**src/rtl/core/lpbc_pkg.sv**
```systemverilog
package lpbc_pkg;

    // Layer numbering: sprite, four backgrounds, then the backdrop.
    localparam int unsigned NUM_LAYERS = 6;
    localparam logic [2:0]  LAYER_SPRITE = 3'd0;
    localparam logic [2:0]  LAYER_BACKDROP = 3'd5;
    localparam int unsigned FX_BIT = 5;

    // Effect mode codes.
    localparam logic [1:0] FX_NONE = 2'd0;
    localparam logic [1:0] FX_ALPHA = 2'd1;
    localparam logic [1:0] FX_BRIGHTEN = 2'd2;
    localparam logic [1:0] FX_DARKEN = 2'd3;

    // Configuration register indexes.
    localparam logic [2:0] REG_COEF_FIRST = 3'd0;
    localparam logic [2:0] REG_COEF_SECOND = 3'd1;
    localparam logic [2:0] REG_COEF_FADE = 3'd2;
    localparam logic [2:0] REG_EFFECT_MODE = 3'd3;
    localparam logic [2:0] REG_FIRST_TARGET = 3'd4;
    localparam logic [2:0] REG_SECOND_TARGET = 3'd5;
    localparam logic [2:0] REG_WINDOW_ENABLES = 3'd6;
    localparam logic [2:0] REG_WINDOW_MASKS = 3'd7;

    localparam logic [14:0] COLOR_WHITE = 15'h7fff;
    localparam logic [14:0] COLOR_BLACK = 15'h0000;
    localparam logic [4:0]  COEF_MAX = 5'd16;
    localparam logic [4:0]  CHAN_MAX = 5'd31;

    typedef logic [14:0] color_t;

    // One pixel's layer candidates as they arrive.
    typedef struct packed {
        logic        forced_blank;
        logic [2:0]  window_hits;
        logic [18:0] sprite_pixel;
        logic [17:0] bg0_pixel;
        logic [17:0] bg1_pixel;
        logic [17:0] bg2_pixel;
        logic [17:0] bg3_pixel;
        color_t      backdrop_color;
    } pix_t;

    // Programmed blend and window settings.
    typedef struct packed {
        logic [4:0]  coef_first;
        logic [4:0]  coef_second;
        logic [4:0]  coef_fade;
        logic [1:0]  effect_mode;
        logic [5:0]  first_target_mask;
        logic [5:0]  second_target_mask;
        logic [2:0]  window_enables;
        logic [23:0] window_layer_masks;
    } cfg_t;

    function automatic logic [4:0] clamp16(input logic [4:0] v);
        return (v > COEF_MAX) ? COEF_MAX : v;
    endfunction

    // Weighted sum of two colors per channel, divided by 16 and saturated.
    function automatic color_t mix(input color_t a, input logic [4:0] wa,
                                   input color_t b, input logic [4:0] wb);
        color_t     res;
        logic [9:0] sum;
        logic [5:0] scaled;
        res = '0;
        for (int ch = 0; ch < 3; ch++) begin
            sum = 10'(a[5*ch +: 5] * wa) + 10'(b[5*ch +: 5] * wb);
            scaled = sum[9:4];
            res[5*ch +: 5] = (scaled > 6'(CHAN_MAX)) ? CHAN_MAX : scaled[4:0];
        end
        return res;
    endfunction

endpackage

```
**src/rtl/core/lpbc_pix_if.sv**
```systemverilog
interface lpbc_pix_if;
    logic        valid;
    logic        ready;
    logic        forced_blank;
    logic [2:0]  window_hits;
    logic [18:0] sprite_pixel;
    logic [17:0] bg0_pixel;
    logic [17:0] bg1_pixel;
    logic [17:0] bg2_pixel;
    logic [17:0] bg3_pixel;
    logic [14:0] backdrop_color;

    modport source (
        output valid, forced_blank, window_hits, sprite_pixel,
               bg0_pixel, bg1_pixel, bg2_pixel, bg3_pixel, backdrop_color,
        input  ready
    );
    modport sink (
        input  valid, forced_blank, window_hits, sprite_pixel,
               bg0_pixel, bg1_pixel, bg2_pixel, bg3_pixel, backdrop_color,
        output ready
    );
endinterface

```
**src/rtl/core/lpbc_color_if.sv**
```systemverilog
interface lpbc_color_if;
    logic        valid;
    logic        ready;
    logic [14:0] pixel_color;

    modport source (output valid, pixel_color, input ready);
    modport sink (input valid, pixel_color, output ready);
endinterface

```
**src/rtl/core/lpbc_cfg_if.sv**
```systemverilog
interface lpbc_cfg_if;
    logic        valid;
    logic        ready;
    logic [2:0]  index;
    logic [23:0] data;

    modport source (output valid, index, data, input ready);
    modport sink (input valid, index, data, output ready);
endinterface

```
**src/rtl/core/layer_priority_blend_compositor_core.sv**
```systemverilog
// Layer priority compositor with blending, one RGB555 pixel per transaction.
//
// Channels: layer_in carries one pixel's sprite and four background
// candidates, the backdrop color, window hit bits and the forced-blank
// flag. pixel_out carries the resulting RGB555 color, red in the low bits.
// cfg writes one of eight registers by index; it is always ready and must
// only be used while no pixel is in flight.
//
// An accepted input transaction passes through one input register, the
// combinational blend and one output register before the result is valid.
// Throughput is one pixel per clock while pixel_out does not stall; the rate
// is set by the single blend stage, which has no loop or shared unit.
//
// When pixel_out stalls, the output register holds its result and the
// input register can still take one more pixel; layer_in drops ready only
// when both are full. Reset empties both stages and clears every config
// register to zero, which means no windows, no effects and no blend targets.
module layer_priority_blend_compositor_core (
    input  logic      clk,
    input  logic      rst_n,
    lpbc_pix_if.sink     layer_in,
    lpbc_color_if.source pixel_out,
    lpbc_cfg_if.sink     cfg
);
    import lpbc_pkg::*;

    cfg_t   cfg_reg;
    cfg_t   cfg_next;
    logic   s1_valid_reg;
    logic   s1_valid_next;
    pix_t   s1_pix_reg;
    logic   s2_valid_reg;
    logic   s2_valid_next;
    color_t s2_color_reg;
    color_t blend_color;
    logic   s1_advance;
    logic   in_accept;
    pix_t   in_pix;

    // Configuration writes land in the register named by the index.
    assign cfg.ready = 1'b1;

    always_comb
    begin
        cfg_next = cfg_reg;
        if (cfg.valid) begin
            case (cfg.index)
                REG_COEF_FIRST:     cfg_next.coef_first = cfg.data[4:0];
                REG_COEF_SECOND:    cfg_next.coef_second = cfg.data[4:0];
                REG_COEF_FADE:      cfg_next.coef_fade = cfg.data[4:0];
                REG_EFFECT_MODE:    cfg_next.effect_mode = cfg.data[1:0];
                REG_FIRST_TARGET:   cfg_next.first_target_mask = cfg.data[5:0];
                REG_SECOND_TARGET:  cfg_next.second_target_mask = cfg.data[5:0];
                REG_WINDOW_ENABLES: cfg_next.window_enables = cfg.data[2:0];
                REG_WINDOW_MASKS:   cfg_next.window_layer_masks = cfg.data;
                default:            cfg_next = cfg_reg;
            endcase
        end
    end

    always_ff @(posedge clk or negedge rst_n)
    begin
        if (!rst_n) begin
            cfg_reg <= '0;
        end else begin
            cfg_reg <= cfg_next;
        end
    end

    // Two-stage handshake: the input stage advances whenever the output
    // register is empty or being drained.
    assign s1_advance = !s2_valid_reg || pixel_out.ready;
    assign layer_in.ready = !s1_valid_reg || s1_advance;
    assign in_accept = layer_in.valid && layer_in.ready;

    assign in_pix.forced_blank = layer_in.forced_blank;
    assign in_pix.window_hits = layer_in.window_hits;
    assign in_pix.sprite_pixel = layer_in.sprite_pixel;
    assign in_pix.bg0_pixel = layer_in.bg0_pixel;
    assign in_pix.bg1_pixel = layer_in.bg1_pixel;
    assign in_pix.bg2_pixel = layer_in.bg2_pixel;
    assign in_pix.bg3_pixel = layer_in.bg3_pixel;
    assign in_pix.backdrop_color = layer_in.backdrop_color;

    always_comb
    begin
        if (in_accept) begin
            s1_valid_next = 1'b1;
        end else if (s1_advance) begin
            s1_valid_next = 1'b0;
        end else begin
            s1_valid_next = s1_valid_reg;
        end
        s2_valid_next = s1_advance ? s1_valid_reg : s2_valid_reg;
    end

    always_ff @(posedge clk or negedge rst_n)
    begin
        if (!rst_n) begin
            s1_valid_reg <= 1'b0;
            s2_valid_reg <= 1'b0;
        end else begin
            s1_valid_reg <= s1_valid_next;
            s2_valid_reg <= s2_valid_next;
        end
    end

    // Payload registers need no reset.
    always_ff @(posedge clk)
    begin
        if (in_accept) begin
            s1_pix_reg <= in_pix;
        end
        if (s1_advance && s1_valid_reg) begin
            s2_color_reg <= blend_color;
        end
    end

    lpbc_blend u_blend (
        .pix   (s1_pix_reg),
        .cfg   (cfg_reg),
        .color (blend_color)
    );

    assign pixel_out.valid = s2_valid_reg;
    assign pixel_out.pixel_color = s2_color_reg;

    // An accepted pixel always occupies the input stage next cycle.
    a_accept_fills: assert property (@(posedge clk) disable iff (!rst_n)
        in_accept |=> s1_valid_reg)
        else $error("accepted pixel did not reach the input stage");

    // A blocked input stage keeps its pixel.
    a_s1_holds: assert property (@(posedge clk) disable iff (!rst_n)
        s1_valid_reg && !s1_advance |=> s1_valid_reg && $stable(s1_pix_reg))
        else $error("input stage lost or changed a blocked pixel");

    // Ready is only high when some stage has room.
    a_ready_room: assert property (@(posedge clk) disable iff (!rst_n)
        layer_in.ready |-> (!s1_valid_reg || !s2_valid_reg || pixel_out.ready))
        else $error("input ready while both stages are full");

    // A forced-blank pixel comes out white.
    a_blank_white: assert property (@(posedge clk) disable iff (!rst_n)
        s1_valid_reg && s1_advance && s1_pix_reg.forced_blank
        |=> s2_valid_reg && (s2_color_reg == COLOR_WHITE))
        else $error("forced blank did not produce white");

    // A drained output with nothing behind it goes empty.
    a_drain_empty: assert property (@(posedge clk) disable iff (!rst_n)
        s2_valid_reg && pixel_out.ready && !s1_valid_reg |=> !s2_valid_reg)
        else $error("output stage repeated a transaction");

endmodule

```
**src/rtl/core/lpbc_blend.sv**
```systemverilog
module lpbc_blend (
    input  lpbc_pkg::pix_t   pix,
    input  lpbc_pkg::cfg_t   cfg,
    output lpbc_pkg::color_t color
);
    import lpbc_pkg::*;

    logic [5:0]  active;
    logic [5:0]  vis;
    logic [1:0]  pri [NUM_LAYERS];
    color_t      col [NUM_LAYERS];
    logic [5:0]  beaten_by [NUM_LAYERS];
    logic [5:0]  top_hot;
    logic [5:0]  second_hot;
    logic [2:0]  top;
    logic [2:0]  second;
    logic        translucent;
    logic        a_ok;
    logic        b_ok;
    logic [4:0]  eva;
    logic [4:0]  evb;
    logic [4:0]  evy;
    logic        use_mix;
    color_t      mix_b;
    logic [4:0]  mix_wa;
    logic [4:0]  mix_wb;
    color_t      mixed;

    // Window mask selection with fixed precedence: window 0, 1, 2, outside; no window enabled keeps all bits set.
    always_comb
    begin
        if (cfg.window_enables == 3'b000) begin
            active = 6'h3f;
        end else if (cfg.window_enables[0] && pix.window_hits[0]) begin
            active = cfg.window_layer_masks[5:0];
        end else if (cfg.window_enables[1] && pix.window_hits[1]) begin
            active = cfg.window_layer_masks[11:6];
        end else if (cfg.window_enables[2] && pix.window_hits[2]) begin
            active = cfg.window_layer_masks[17:12];
        end else begin
            active = cfg.window_layer_masks[23:18];
        end
    end

    // Unpack the candidates; the backdrop sits at priority 3, visible per mask bit 5.
    always_comb
    begin
        vis[0] = pix.sprite_pixel[17] & active[0];
        vis[1] = pix.bg0_pixel[17] & active[1];
        vis[2] = pix.bg1_pixel[17] & active[2];
        vis[3] = pix.bg2_pixel[17] & active[3];
        vis[4] = pix.bg3_pixel[17] & active[4];
        vis[5] = active[5];
        pri[0] = pix.sprite_pixel[16:15];
        pri[1] = pix.bg0_pixel[16:15];
        pri[2] = pix.bg1_pixel[16:15];
        pri[3] = pix.bg2_pixel[16:15];
        pri[4] = pix.bg3_pixel[16:15];
        pri[5] = 2'd3;
        col[0] = pix.sprite_pixel[14:0];
        col[1] = pix.bg0_pixel[14:0];
        col[2] = pix.bg1_pixel[14:0];
        col[3] = pix.bg2_pixel[14:0];
        col[4] = pix.bg3_pixel[14:0];
        col[5] = pix.backdrop_color;
    end

    // Rank every visible layer by how many visible layers outrank it.
    // A lower priority value wins, and a lower layer index breaks ties.
    always_comb
    begin
        for (int i = 0; i < NUM_LAYERS; i++) begin
            for (int j = 0; j < NUM_LAYERS; j++) begin
                beaten_by[i][j] = vis[j] && (j != i) &&
                    ((pri[j] < pri[i]) || ((pri[j] == pri[i]) && (j < i)));
            end
            top_hot[i] = vis[i] && (beaten_by[i] == 6'd0);
            second_hot[i] = vis[i] && (beaten_by[i] != 6'd0) &&
                ((beaten_by[i] & (beaten_by[i] - 6'd1)) == 6'd0);
        end
    end

    // Encode the winners; either falls back to the backdrop when missing.
    always_comb
    begin
        top = LAYER_BACKDROP;
        second = LAYER_BACKDROP;
        for (int i = 0; i < NUM_LAYERS; i++) begin
            if (top_hot[i]) begin
                top = 3'(i);
            end
            if (second_hot[i]) begin
                second = 3'(i);
            end
        end
    end

    // Pick one blend path and feed a single shared mixer.
    always_comb
    begin
        eva = clamp16(cfg.coef_first);
        evb = clamp16(cfg.coef_second);
        evy = clamp16(cfg.coef_fade);
        translucent = (top == LAYER_SPRITE) && pix.sprite_pixel[18];
        a_ok = cfg.first_target_mask[top];
        b_ok = cfg.second_target_mask[second];
        use_mix = 1'b0;
        mix_wa = eva;
        mix_b = col[second];
        mix_wb = evb;
        if (active[FX_BIT]) begin
            if (translucent && b_ok) begin
                use_mix = 1'b1;
            end else begin
                case (cfg.effect_mode)
                    FX_ALPHA:
                    begin
                        use_mix = a_ok && b_ok;
                    end
                    FX_BRIGHTEN:
                    begin
                        use_mix = a_ok;
                        mix_wa = COEF_MAX - evy;
                        mix_b = COLOR_WHITE;
                        mix_wb = evy;
                    end
                    FX_DARKEN:
                    begin
                        use_mix = a_ok;
                        mix_wa = COEF_MAX - evy;
                        mix_b = COLOR_BLACK;
                        mix_wb = evy;
                    end
                    default:
                    begin
                        use_mix = 1'b0;
                    end
                endcase
            end
        end
        mixed = mix(col[top], mix_wa, mix_b, mix_wb);
    end

    // Forced blank overrides everything with white.
    always_comb
    begin
        if (pix.forced_blank) begin
            color = COLOR_WHITE;
        end else if (use_mix) begin
            color = mixed;
        end else begin
            color = col[top];
        end
    end

endmodule
```
**src/flat_wrapper.sv**
```systemverilog
// flat-port wrapper written by rule: the top's interface ports become plain ports
module layer_priority_blend_compositor_core_flat import lpbc_pkg::*;
  (clk, rst_n, layer_in_valid, layer_in_forced_blank, layer_in_window_hits, layer_in_sprite_pixel, layer_in_bg0_pixel, layer_in_bg1_pixel, layer_in_bg2_pixel, layer_in_bg3_pixel, layer_in_backdrop_color, layer_in_ready, pixel_out_valid, pixel_out_pixel_color, pixel_out_ready, cfg_valid, cfg_index, cfg_data, cfg_ready);
  lpbc_pix_if layer_in_i ();
  lpbc_color_if pixel_out_i ();
  lpbc_cfg_if cfg_i ();
  input  logic clk;
  input  logic rst_n;
  input wire logic [$bits(layer_in_i.valid)-1:0] layer_in_valid;
  input wire logic [$bits(layer_in_i.forced_blank)-1:0] layer_in_forced_blank;
  input wire logic [$bits(layer_in_i.window_hits)-1:0] layer_in_window_hits;
  input wire logic [$bits(layer_in_i.sprite_pixel)-1:0] layer_in_sprite_pixel;
  input wire logic [$bits(layer_in_i.bg0_pixel)-1:0] layer_in_bg0_pixel;
  input wire logic [$bits(layer_in_i.bg1_pixel)-1:0] layer_in_bg1_pixel;
  input wire logic [$bits(layer_in_i.bg2_pixel)-1:0] layer_in_bg2_pixel;
  input wire logic [$bits(layer_in_i.bg3_pixel)-1:0] layer_in_bg3_pixel;
  input wire logic [$bits(layer_in_i.backdrop_color)-1:0] layer_in_backdrop_color;
  output wire logic [$bits(layer_in_i.ready)-1:0] layer_in_ready;
  output wire logic [$bits(pixel_out_i.valid)-1:0] pixel_out_valid;
  output wire logic [$bits(pixel_out_i.pixel_color)-1:0] pixel_out_pixel_color;
  input wire logic [$bits(pixel_out_i.ready)-1:0] pixel_out_ready;
  input wire logic [$bits(cfg_i.valid)-1:0] cfg_valid;
  input wire logic [$bits(cfg_i.index)-1:0] cfg_index;
  input wire logic [$bits(cfg_i.data)-1:0] cfg_data;
  output wire logic [$bits(cfg_i.ready)-1:0] cfg_ready;
  assign layer_in_i.valid = layer_in_valid;
  assign layer_in_i.forced_blank = layer_in_forced_blank;
  assign layer_in_i.window_hits = layer_in_window_hits;
  assign layer_in_i.sprite_pixel = layer_in_sprite_pixel;
  assign layer_in_i.bg0_pixel = layer_in_bg0_pixel;
  assign layer_in_i.bg1_pixel = layer_in_bg1_pixel;
  assign layer_in_i.bg2_pixel = layer_in_bg2_pixel;
  assign layer_in_i.bg3_pixel = layer_in_bg3_pixel;
  assign layer_in_i.backdrop_color = layer_in_backdrop_color;
  assign layer_in_ready = layer_in_i.ready;
  assign pixel_out_valid = pixel_out_i.valid;
  assign pixel_out_pixel_color = pixel_out_i.pixel_color;
  assign pixel_out_i.ready = pixel_out_ready;
  assign cfg_i.valid = cfg_valid;
  assign cfg_i.index = cfg_index;
  assign cfg_i.data = cfg_data;
  assign cfg_ready = cfg_i.ready;
  layer_priority_blend_compositor_core u_core (.clk(clk), .rst_n(rst_n), .layer_in(layer_in_i), .pixel_out(pixel_out_i), .cfg(cfg_i));
endmodule
```
**config.mk**
```make
export PLATFORM = sky130hd
export DESIGN_NAME = layer_priority_blend_compositor_core_flat
export DESIGN_NICKNAME = d
export VERILOG_FILES = /design/src/rtl/core/lpbc_pkg.sv /design/src/rtl/core/lpbc_pix_if.sv /design/src/rtl/core/lpbc_color_if.sv /design/src/rtl/core/lpbc_cfg_if.sv /design/src/rtl/core/layer_priority_blend_compositor_core.sv /design/src/rtl/core/lpbc_blend.sv /design/src/flat_wrapper.sv
export SDC_FILE = /design/constraint.sdc
export NUM_CORES = 1
export LEC_CHECK = 0
export BUFFER_PORTS_ARGS = -buffer_cell sky130_fd_sc_hd__buf_2
export CAP_MARGIN = 20
export CORE_UTILIZATION = 55
export CTS_BUF_LIST = sky130_fd_sc_hd__clkbuf_4
export DETAILED_ROUTE_END_ITERATION = 6
export GPL_TIMING_DRIVEN = 1
export PLACE_DENSITY = 0.76
export SETUP_SLACK_MARGIN = 0.3
export SKIP_CTS_REPAIR_TIMING = 1
export SYNTH_ARGS = -nofsm -noshare
export SYNTH_HDL_FRONTEND = slang
export SYNTH_SLANG_ARGS = --single-unit
```
**constraint.sdc**
```tcl
create_clock -name clk -period 9.35 [get_ports clk]
set_input_delay 0.4675 -clock clk [delete_from_list [all_inputs] [get_ports clk]]
set_output_delay 0.4675 -clock clk [all_outputs]
set_load 0.1 [all_outputs]
```
==> reports/qor.yml <==
finalSetupViolCount: 0
max_stage_delay_ps: 550
critPathArrivalTime_ps: 9180
cts_tree: "built"
max_slew_margin_pct: 25.3
synthesis.area_mm2: 0.0142
fp-row-count: 58
top_usage_layer: "met2"
clkTransAtPathRegs_ps: 180
drive_gt1_share_pct: 29.2
die_x_um: 162
dp.final_hpwl_um: 28000
first_global_vias: 11100
start_kind: "flip-flop"
required_ps: 9690
finalMaxSlewViolations: 0
crit_top_cell: "fa_1"
cts.sink_count: 183
die_h_um: 162
grt_max_degree: 89
grt_use_met2_pct: 45.7
vias_per_cell: 5.98
synth_nets: 1679
grt_setup_unrepaired: "false"
ios: 160
synthMuxAreaShare_pct: 7.45
dieArea_mm2: 0.0264
hold_viol: 14
synth_adder_area_share_pct: 21.8
ctsHtreeMaxLevel: 4
status: "finished, violations left"
ys_warn_count: 0
grt_pass1_wl_um: 57700
largest_reg_flops: 110
start_util_pct: 56.2
wl_per_cell_um: 19.9
synth-seq-area-share_pct: 36.8
synth_top_area_share_pct: 26.5
synth_compound_area_share_pct: 12.1
synth_area_leader_cell: "edfxtp_1"
synth_enable_flop_cells: 125
antenna_found_initial: 2
cap_violations: 0
fmax_ghz: 0.113
critical_path_class: "flip-flop to flip-flop"
vias: 11400
clockBufferDepth: 2
avgSynthCellArea_um2: 10.6
worst_pin_slew_ps: 1120
hold_class: "input port to async pin"
synth_top_flop_cell: "edfxtp_1"
crit_path_end_kind: "flip-flop"
cp_max_fo: 9
yosys.cell_types.count: 76
fin_worst_skew_ps: 31.4
synth-seq-cells: 183
yosys.area_share.simple_pct: 15.1
slowest_stage: "fa_1"
crit_family: "compound AO/OA/AOI/OAI gates"
grt_use_met1_pct: 39.1
wl_um: 37900
grt_usage_pct: 28.4
synth_top_family_by_area: "adder cells"
numCtsBuffers: 17
synth_area_leaders: "edfxtp_1, fa_1, dfrtp_1, ha_1, mux2_2"
fill_cells: 1913
gp_congestion: 0.959
clk_latency_ps: 600
global_route.usage.met3_pct: 4.56
min_period_ps: 8840
tns_ps: 0
syn_inst: 1342
final_common_cell: "buf_2"
holdWs_ps: -13.0
antenna_left: 0
violations: "negative hold slack"
first_pass_iters: 6
areaGrowthSynthToFinish_pct: 17.0
layout_common_cells: "buf_2, nand2_1, edfxtp_1"
grt-ovfl-total: 0
drt_iter0_markers: 1073
synth_xor_area_share_pct: 2.16
io_buffers: 158
period_share_pct: 94.6
fin_nets: 1896
drc: 0
ys_async_sr_fraction_pct: 31.7
cp_num_buf_inv: 9
core_mm2: 0.0252
root_buffer: "clkbuf_4"
cells by family (layout without fill, tap and decap cells):
family                   count (synthesis)  after routing
AO/OA/AOI/OAI                          225            225
other                                    1              3
adder cells (fa/ha/maj)                195            195
XOR/XNOR                                35             35
flip-flops                             183            183
multiplexers                            98             98
AND/OR/NAND/NOR                        441            441
buffers and inverters                  164            394
worst register-to-register path: cells and delay by family (launching register included):
| kind | cells | cell delay [ps] |
|---|---|---|
| compound gates | 13 | 3330 |
| xor+xnor | 2 | 340 |
| fa+ha+maj | 6 | 2590 |
| buf+inv | 9 | 1090 |
| flops | 1 | 520 |
| simple gates | 5 | 730 |
cells in the mapped netlist, drive strengths merged, types with 4 or more instances:
cell type and instances:
nand2 131, edfxtp 125, nor2 114, inv 111
ha 108, fa 87, dfrtp 58, mux2 56
or2 50, nand3 48, mux2i 42, a21oi 39
o21ai 35, clkbuf 34, a31oi 33, xnor2 23
buf 19, a211oi 18, and3 18, a22oi 16
a32oi 16, nor2b 14, o211ai 13, nor3 12
xor2 12, nor3b 10, nand2b 9, nand4b 9
a21boi 8, nand4 7, and2 6, o21a 6
o31ai 6, a311oi 5, a211o 4, a311o 4
o21bai 4
worst paths after layout:
kind | start | endpoint | slack, ps | cells past startpoint
max in group asynchronous | rst_n | u_core.cfg_reg[25] | 8840 | 2
worst max register to register | u_core.cfg_reg[24] | u_core.pixel_out.pixel_color[0] | 510 | 35
worst min register to register | u_core.s1_valid_reg | u_core.pixel_out.valid | 500 | 1
min in group clk | layer_in_window_hits[1] | u_core.s1_pix_reg[107] | 30 | 1
worst max-delay path | u_core.cfg_reg[24] | u_core.pixel_out.pixel_color[0] | 510 | 35
worst min-delay path | rst_n | u_core.cfg_reg[14] | -10 | 2
metrics by stage:
step                      instances  instance area (µm²)  setup slack (ps)  hold WS [ps]  utilization (%)
after floorplan                1342                14200               827           172                -
after global placement         1826                15500               476           460             61.6
after detailed placement       1826                15500               220           467             61.6
after CTS                      1858                15800               191         -12.0             62.8
after global routing           1904                16600               189        -0.909             65.8
final                          1904                16600               510         -13.0             65.8
metal layers:
| layer | vias to the layer above | share of wire, % |
|---|---|---|
| met5 | - | 0 |
| met4 | 0 | 2.5 |
| met3 | 85 | 8.0 |
| met2 | 564 | 47 |
| met1 | 5548 | 43 |
| li1 | 5186 | - |
final cells by class:
cell class	instances	area, µm²	area share [%]
Tap cell	330	413	2.49
Clock buffer	18	135	0.815
Timing Repair Buffer	251	1570	9.46
Clock inverter	14	159	0.959
Sequential cell	183	5210	31.4
Inverter	111	417	2.51
Multi-Input combinational cell	995	8670	52.3
Antenna cell	2	5.00	0.0302
Power is left out: the tool's default activity adds up to more than one toggle a clock period on the data nets, which glitch-free logic cannot reach.
